## src/rtl/sik_pkg.sv

```systemverilog
// Shared constants, request sideband types and the arctangent table of the SCARA
// inverse kinematics pipeline. No dependencies.
package sik_pkg;

  localparam int IFRAC    = 24;  // internal angle fraction bits
  localparam int AW       = 34;  // internal angle width
  localparam int CW       = 45;  // vectoring CORDIC datapath width
  localparam int ROT_W    = 42;  // rotating CORDIC datapath width
  localparam int NORM_MSB = 40;  // vectoring operands normalised to [2^40, 2^41)
  localparam int SHW      = 7;   // normalising shift amount width
  localparam int LEN_W    = 19;
  localparam int POS_W    = 21;
  localparam int SH_W     = 25;
  localparam int EL_W     = 26;
  localparam int PQ_W     = 44;
  localparam int ISQ_RW   = 31;  // root width, radicand is 2*ISQ_RW bits
  localparam int CLW      = 39;  // rotation start value width
  localparam int HD_W     = 44;  // heading operand width

  localparam logic signed [AW-1:0] DEG90        = 34'sd1509949440;
  localparam logic [29:0]          INV_GAIN_Q30 = 30'd652032874;
  localparam logic [6:0]           TOL_OUT      = 7'd107;
  localparam logic [6:0]           TOL_FOLD     = 7'd11;

  localparam logic [1:0] ST_NORMAL  = 2'd0;
  localparam logic [1:0] ST_FOLD    = 2'd1;
  localparam logic [1:0] ST_STRETCH = 2'd2;
  localparam logic [1:0] ST_OUT     = 2'd3;

  localparam logic REG_UPPER_ARM = 1'b0;
  localparam logic REG_FOREARM   = 1'b1;

  typedef struct packed {
    logic [1:0]              status;
    logic signed [POS_W-1:0] x;
    logic signed [POS_W-1:0] y;
    logic signed [POS_W-1:0] z;
  } item_t;

  typedef struct packed {
    item_t                  it;
    logic signed [PQ_W-1:0] ak;
  } sq_sb_t;

  typedef struct packed {
    item_t                it;
    logic signed [AW-1:0] sh;
  } rot_sb_t;

  typedef struct packed {
    logic                     valid;
    logic [2*ISQ_RW-1:0]      prod;
    sq_sb_t                   sb;
  } front_t;

  // atan(2^-i) in 1/2^24 degree
  function automatic logic [30:0] atan_entry(input int i);
    logic [30:0] v;
    case (i)
      0: v = 31'd754974720;   1: v = 31'd445687602;   2: v = 31'd235489088;
      3: v = 31'd119537938;   4: v = 31'd60000934;    5: v = 31'd30029717;
      6: v = 31'd15018523;    7: v = 31'd7509720;     8: v = 31'd3754917;
      9: v = 31'd1877466;    10: v = 31'd938734;     11: v = 31'd469367;
      12: v = 31'd234684;    13: v = 31'd117342;     14: v = 31'd58671;
      15: v = 31'd29335;     16: v = 31'd14668;      17: v = 31'd7334;
      18: v = 31'd3667;      19: v = 31'd1833;       20: v = 31'd917;
      21: v = 31'd458;       22: v = 31'd229;        23: v = 31'd115;
      24: v = 31'd57;        25: v = 31'd29;         26: v = 31'd14;
      27: v = 31'd7;         28: v = 31'd4;          29: v = 31'd2;
      30: v = 31'd1;
      default: v = 31'd0;
    endcase
    return v;
  endfunction

endpackage

```

## src/rtl/sik_isqrt.sv

```systemverilog
// Pipelined integer square root, one result bit per stage, floor result.
// Depends on sik_pkg.
module sik_isqrt import sik_pkg::*; #(
  parameter int RW = 31,
  parameter int SW = 1
) (
  input  logic            clk_i,
  input  logic            rst_ni,
  input  logic            valid_i,
  input  logic [2*RW-1:0] v_i,
  input  logic [SW-1:0]   sb_i,
  output logic            valid_o,
  output logic [RW-1:0]   root_o,
  output logic [SW-1:0]   sb_o
);

  localparam int VW = 2*RW + 1;

  logic [VW-1:0] rem_q  [RW+1];
  logic [VW-1:0] root_q [RW+1];
  logic [SW-1:0] sb_q   [RW+1];
  logic [RW:0]   v_q;

  for (genvar g = 0; g <= RW; g++) begin : g_stage
    localparam logic [VW-1:0] BIT = VW'(1) << (2*(RW-g));
    logic [VW-1:0] rem_in, root_in, t;
    logic [SW-1:0] sb_in;
    logic          vin;

    if (g == 0) begin : g_first
      assign rem_in  = VW'(v_i);
      assign root_in = '0;
      assign sb_in   = sb_i;
      assign vin     = valid_i;
    end else begin : g_next
      assign rem_in  = rem_q[g-1];
      assign root_in = root_q[g-1];
      assign sb_in   = sb_q[g-1];
      assign vin     = v_q[g-1];
    end

    assign t = root_in + BIT;

    always_ff @(posedge clk_i) begin
      sb_q[g] <= sb_in;
      if (rem_in >= t) begin
        rem_q[g]  <= rem_in - t;
        root_q[g] <= (root_in >> 1) + BIT;
      end else begin
        rem_q[g]  <= rem_in;
        root_q[g] <= root_in >> 1;
      end
    end

    always_ff @(posedge clk_i or negedge rst_ni) begin
      if (!rst_ni) begin
        v_q[g] <= 1'b0;
      end else begin
        v_q[g] <= vin;
      end
    end
  end

  assign valid_o = v_q[RW];
  assign root_o  = root_q[RW][RW-1:0];
  assign sb_o    = sb_q[RW];

endmodule

```

## config.mk

```make
export PLATFORM = sky130hd
export DESIGN_NAME = sik_isqrt
export DESIGN_NICKNAME = d
export VERILOG_FILES = /design/src/rtl/sik_pkg.sv /design/src/rtl/sik_isqrt.sv
export SDC_FILE = /design/constraint.sdc
export NUM_CORES = 2
export LEC_CHECK = 0
export BUFFER_PORTS_ARGS = -buffer_cell sky130_fd_sc_hd__buf_2
export CORE_MARGIN = 4
export CORE_UTILIZATION = 45
export DETAILED_ROUTE_END_ITERATION = 8
export PLACE_DENSITY = 0.65
export SLEW_MARGIN = 40
export SYNTH_ARGS = -nofsm -noshare
export SYNTH_HDL_FRONTEND = slang
export SYNTH_SLANG_ARGS = --single-unit
export TNS_END_PERCENT = 100
```

## constraint.sdc

```tcl
create_clock -name clk_i -period 3.9 [get_ports clk_i]
set_clock_uncertainty 0.1 [all_clocks]
set_input_delay 0.195 -clock clk_i [delete_from_list [all_inputs] [get_ports clk_i]]
set_output_delay 0.195 -clock clk_i [all_outputs]
set_load 0.02 [all_outputs]
```

-- Word-level counts from Yosys, hierarchy flattened
Memory sizes are Yosys's and may differ from the RTL's.
Index checks and enable logic that the tools add are counted.
- input bits: 66
- memories kept: 3
- register bits after elaboration: 32
- output and inout port bits: 33
- word-level logic and storage cells: 385
- RAM bits: 4064
- memory list (name ; words ; width ; rd ports ; clocked after memory_dff ; wr ports ; RTL line ; text):
    rem_q ; 32 ; 63 ; 31 ; 0 ; 32 ; sik_isqrt.sv:19 ; logic [VW-1:0] rem_q [RW+1];
    root_q ; 32 ; 63 ; 32 ; 0 ; 32 ; sik_isqrt.sv:20 ; logic [VW-1:0] root_q [RW+1];
    sb_q ; 32 ; 1 ; 32 ; 0 ; 32 ; sik_isqrt.sv:21 ; logic [SW-1:0] sb_q [RW+1];
- add/subtract/negate cells: 94
- muxes and demuxes: 160
- order comparisons: 32
- bitwise gates (word level): 64
- operators by type and width (operator ; number):
    $mux 63 ; 64
    $ge 63x63->1 ; 31
    $sub 63x63->63 ; 31
    $mux 1 ; 96
    $or 1x1->1 ; 64
    $add 62x1->63 const B ; 1
    $add 62x11->63 const B ; 1
    $add 62x13->63 const B ; 1
    $add 62x15->63 const B ; 1
    $add 62x17->63 const B ; 1
    $add 62x19->63 const B ; 1
    $add 62x21->63 const B ; 1
    $add 62x23->63 const B ; 1
    $add 62x25->63 const B ; 1
    $add 62x27->63 const B ; 1
    $add 62x29->63 const B ; 1
    $add 62x3->63 const B ; 1
    $add 62x31->63 const B ; 1
    $add 62x33->63 const B ; 1
    $add 62x35->63 const B ; 1
    $add 62x37->63 const B ; 1
    $add 62x39->63 const B ; 1
    $add 62x41->63 const B ; 1
    $add 62x43->63 const B ; 1
    other kinds (45) ; 45

-- Depth between registers and ports, before layout
An unclocked memory read counts as a cell.
- depth in word-level cells: 6
- mapped depth: 15

-- Least setup slack after synthesis
Ideal clock, no wire load.
- path type: register to register
- start point: memory root_q[1][530] (netlist name)
- end point: memory rem_q[1][623] (netlist name)
- clock period less this slack: 3.497 ns
- buffers on the path: 2
- required time: 3.682 ns
- arrival: 3.279 ns
- cell stages (with the launch flop): 14
- library setup time: 0.118 ns
- path slack: 0.403 ns
- path through: dfxtp_1 inv_1 ha_1 clkbuf_1 nand4_1 nor2_1 o2111ai_1 a21o_1 a31oi_1 a21o_1 buf_2 or4b_1 or4b_2 xnor2_1
- RTL lines (element ; RTL line):
    start: declaration ; sik_isqrt.sv:20
    end: declaration ; sik_isqrt.sv:19

==> metrics.md <==
| Metric | Value |
|---|---|
| Status | completed |
| Cells after synthesis | 9,157 |
| Min-Delay Endpoint | sb_q[11][1]$_DFF_P_ |
| Post-synthesis cell area | 93,000 sq um |
| Layout Cells excl Fill | 12,500 |
| Ys flop type | dfxtp_1 |
| Period utilization | 96.5% |
| Clk sinks | 2,512 |
| Synth top area share | 53.4% |
| Top cells by area, synth | dfxtp_1, ha_1, xnor2_1 |
| Initial cell density of the core | 45.3% |
| Final TNS setup | 0 ns |
| Fin nets | 10,200 |
| Clock transition at path regs | 0.06 ns |
| WP data arrival | 4.48 ns |
| Fmax achieved | 266 MHz |
| Initial antenna violation count | 9 |
| Synthesis Warnings | 0 |
| # rows | 166 |
| TritonRoute pass-1 iters | 5 |
| Slew headroom | 44.6% |
| Worst vdd ir | 0.000607 V |
| Post-route design area | 108,000 sq um |
| Gr ovfl total | 0 |
| Overall power | 79.7 mW |
| EDFF count, synth | 0 |
| Port buffer count | 98 |
| # fillers | 17,900 |
| Num ports | 99 |
| Vias in the first global route | 66,100 |
| Drt wl/cell | 19.1 microns |
| Synth unique cells | 94 |
| Worst-margin pin slew | 0.823 ns |
| Die X | 463 microns |
| Chip Height | 463 microns |
| Share of layout cells above drive strength 1 | 9.15% |
| Worst hold stages | 0 |
| Largest net degree at the start of global routing | 56 |
| Inst Count DP | 11,900 |
| Min Hold Slack | 0.197 ns |
| Crit Path Class | register to register |
| First-pass GRT wire length | 370,000 microns |
| Hold Violations, Final | 0 |
| Post-synthesis async set-or-reset flop share | 1.27% |
| Vias | 66,500 |
| CTS tree | yes |
| Worst skew pair latency | 0.91 ns |
| Area delta synth->final | 16.2% |
| Place WS | -0.0647 ns |
| Syn nets | 9,748 |
| Worst-case reg-to-reg path depth | 14 |
| HP Start | sb_q[11][0]$_DFF_P_ |
| CP Capture Type | register |
| Routed Antenna Nets | 0 |
| Post-synth top area cell | dfxtp_1 |
| RR Startpoint | root_q[1][702]$_DFF_P_ |
| Die area | 214,000 sq um |
| # DRC | 0 |
| Seq cells post-synth | 2,512 |
| Pins over their slew limit | 0 |
| Synth top cells by count | dfxtp_1, inv_1, nor2_1 |
| R2R setup slack | 0.14 ns |
| CP Data Required Time | 4.62 ns |
| DRT iter0 DRCs | 4,515 |
| Total global-route track usage | 21.6% |
| Via density | 5.31 |
| Hold Path Class | register to register |
| Final setup vio count | 0 |
| Post-DP HPWL | 184,000 microns |
| Dpl cell area | 97,300 sq um |
| Worst setup startpoint | root_q[1][702]$_DFF_P_ |
| Number of max-cap violations | 0 |
| Syn_area_per_cell | 10.2 sq um |
| Worst-path fanout max | 14 |
| Worst r2r dst | rem_q[1][804]$_DFF_P_ |
| PD cells | 738 nW/um^2 |
| GP Congestion | 0.916 |
| Post-synthesis sequential area ratio | 54.3% |
| Longest Clk Path Bufs | 4 |
| Leakage dissipation | 49.4 nW |
| Final Util | 52.7% |
| Most frequent cell after synthesis | dfxtp_1 |
| Crit path time final | 3.76 ns |
| TritonCTS Buffers | 277 |
| Core Area | 205,000 sq um |
| # H-tree levels | 5 |
| Root Driver | clkbuf_16 |
| Overall routed net length | 239,000 microns |
| Final setup margin | 0.137 ns |
| Worst setup SP type | register |
[where the power goes]
| group | switching, mW | leakage [nW] | total, mW | internal, mW |
|---|---|---|---|---|
| logic | 9.63 | 23.8 | 17.5 | 7.86 |
| registers | 5.03 | 21.2 | 36.2 | 31.2 |
| clock network | 10.2 | 4.46 | 26.0 | 15.8 |
[placed cells by master (no fill, tap or decap), types with 98 or more instances in the layout]
cell,netlist,final
nor4_1,329,319
nor2_1,655,653
nand2_1,508,506
nor3_1,255,253
buf_4,3,136
o21ai_0,341,340
a21oi_1,593,591
clkbuf_16,0,283
mux2_2,98,98
ha_1,525,525
a21o_1,234,234
nand3_1,154,153
nand2b_1,100,100
buf_2,10,98
xor2_1,375,375
dlygate4sd3_1,0,130
inv_1,664,664
nand4_1,154,154
dfxtp_1,2480,2480
xnor2_1,470,470
[sequential cells by signal (all words and copies together), names as in the netlist]
name	flops
g_stage.vin	31
rem_q	1952
root_q	496
sb_q	32
valid_o	1
[cells by family (layout without fill, tap and decap cells)]
family,Yosys count,after routing,synth area share [%]
buffers and inverters,843,1509,3.46
AO/OA/AOI/OAI,1663,1663,11.1
adder cells (fa/ha/maj),525,525,7.07
multiplexers,109,109,1.33
flip-flops,2512,2512,54.3
AND/OR/NAND/NOR,2660,2660,14.8
XOR/XNOR,845,845,7.96
other,0,3,0
[layer usage]
metal	part of all wire (%)	track usage [%]	up-vias
met5	0.0054	0	-
li1	-	-	32800
met4	2.1	5.47	2
met3	4.8	3.20	363
met2	48	37.1	1552
met1	45	28.5	31800
[critical path, cell delays in order (launching register included)]
cell and delay [ns]:
dfxtp_1 0.41, inv_1 0.07, ha_1 0.36, o21a_1 0.17, o22ai_1 0.14, o2111ai_2 0.30, nand4_1 0.30, a2111oi_1 0.49
buf_4 0.19, nor2_4 0.06, nor3_1 0.22, o211ai_1 0.14, buf_4 0.22, nor4_1 0.29, xor2_1 0.20
[timing repair]
item | CTS | global route
pin swaps | 0 | 4
endpoints found under the setup margin | 5 | 86
buffers inserted | 0 | 3
resized for setup | 3 | 30
hold buffers | 131 | 0
endpoints found under the hold margin | 96 | 0
[final cells by class]
| cell class | count | area [sq um] | area share, % |
|---|---|---|---|
| Clock buffer | 355 | 7710 | 7.14 |
| Antenna cell | 3 | 7.51 | 0.00695 |
| Timing Repair Buffer | 372 | 2950 | 2.73 |
| Tap cell | 2688 | 3360 | 3.11 |
| Multi-Input combinational cell | 5802 | 39600 | 36.6 |
| Sequential cell | 2512 | 50400 | 46.7 |
| Inverter | 667 | 2500 | 2.32 |
| Clock inverter | 115 | 1460 | 1.35 |
[worst max path at each step]
stage                             to  cells past startpoint
6_report       rem_q[1][804]$_DFF_P_                     14
3_3_place_gp   rem_q[1][680]$_DFF_P_                     13
2_1_floorplan  rem_q[1][623]$_DFF_P_                     13
5_1_grt        rem_q[1][804]$_DFF_P_                     14
4_1_cts        rem_q[1][937]$_DFF_P_                     14
3_5_place_dp   rem_q[1][680]$_DFF_P_                     13
Power figures use the tool's default switching activity.
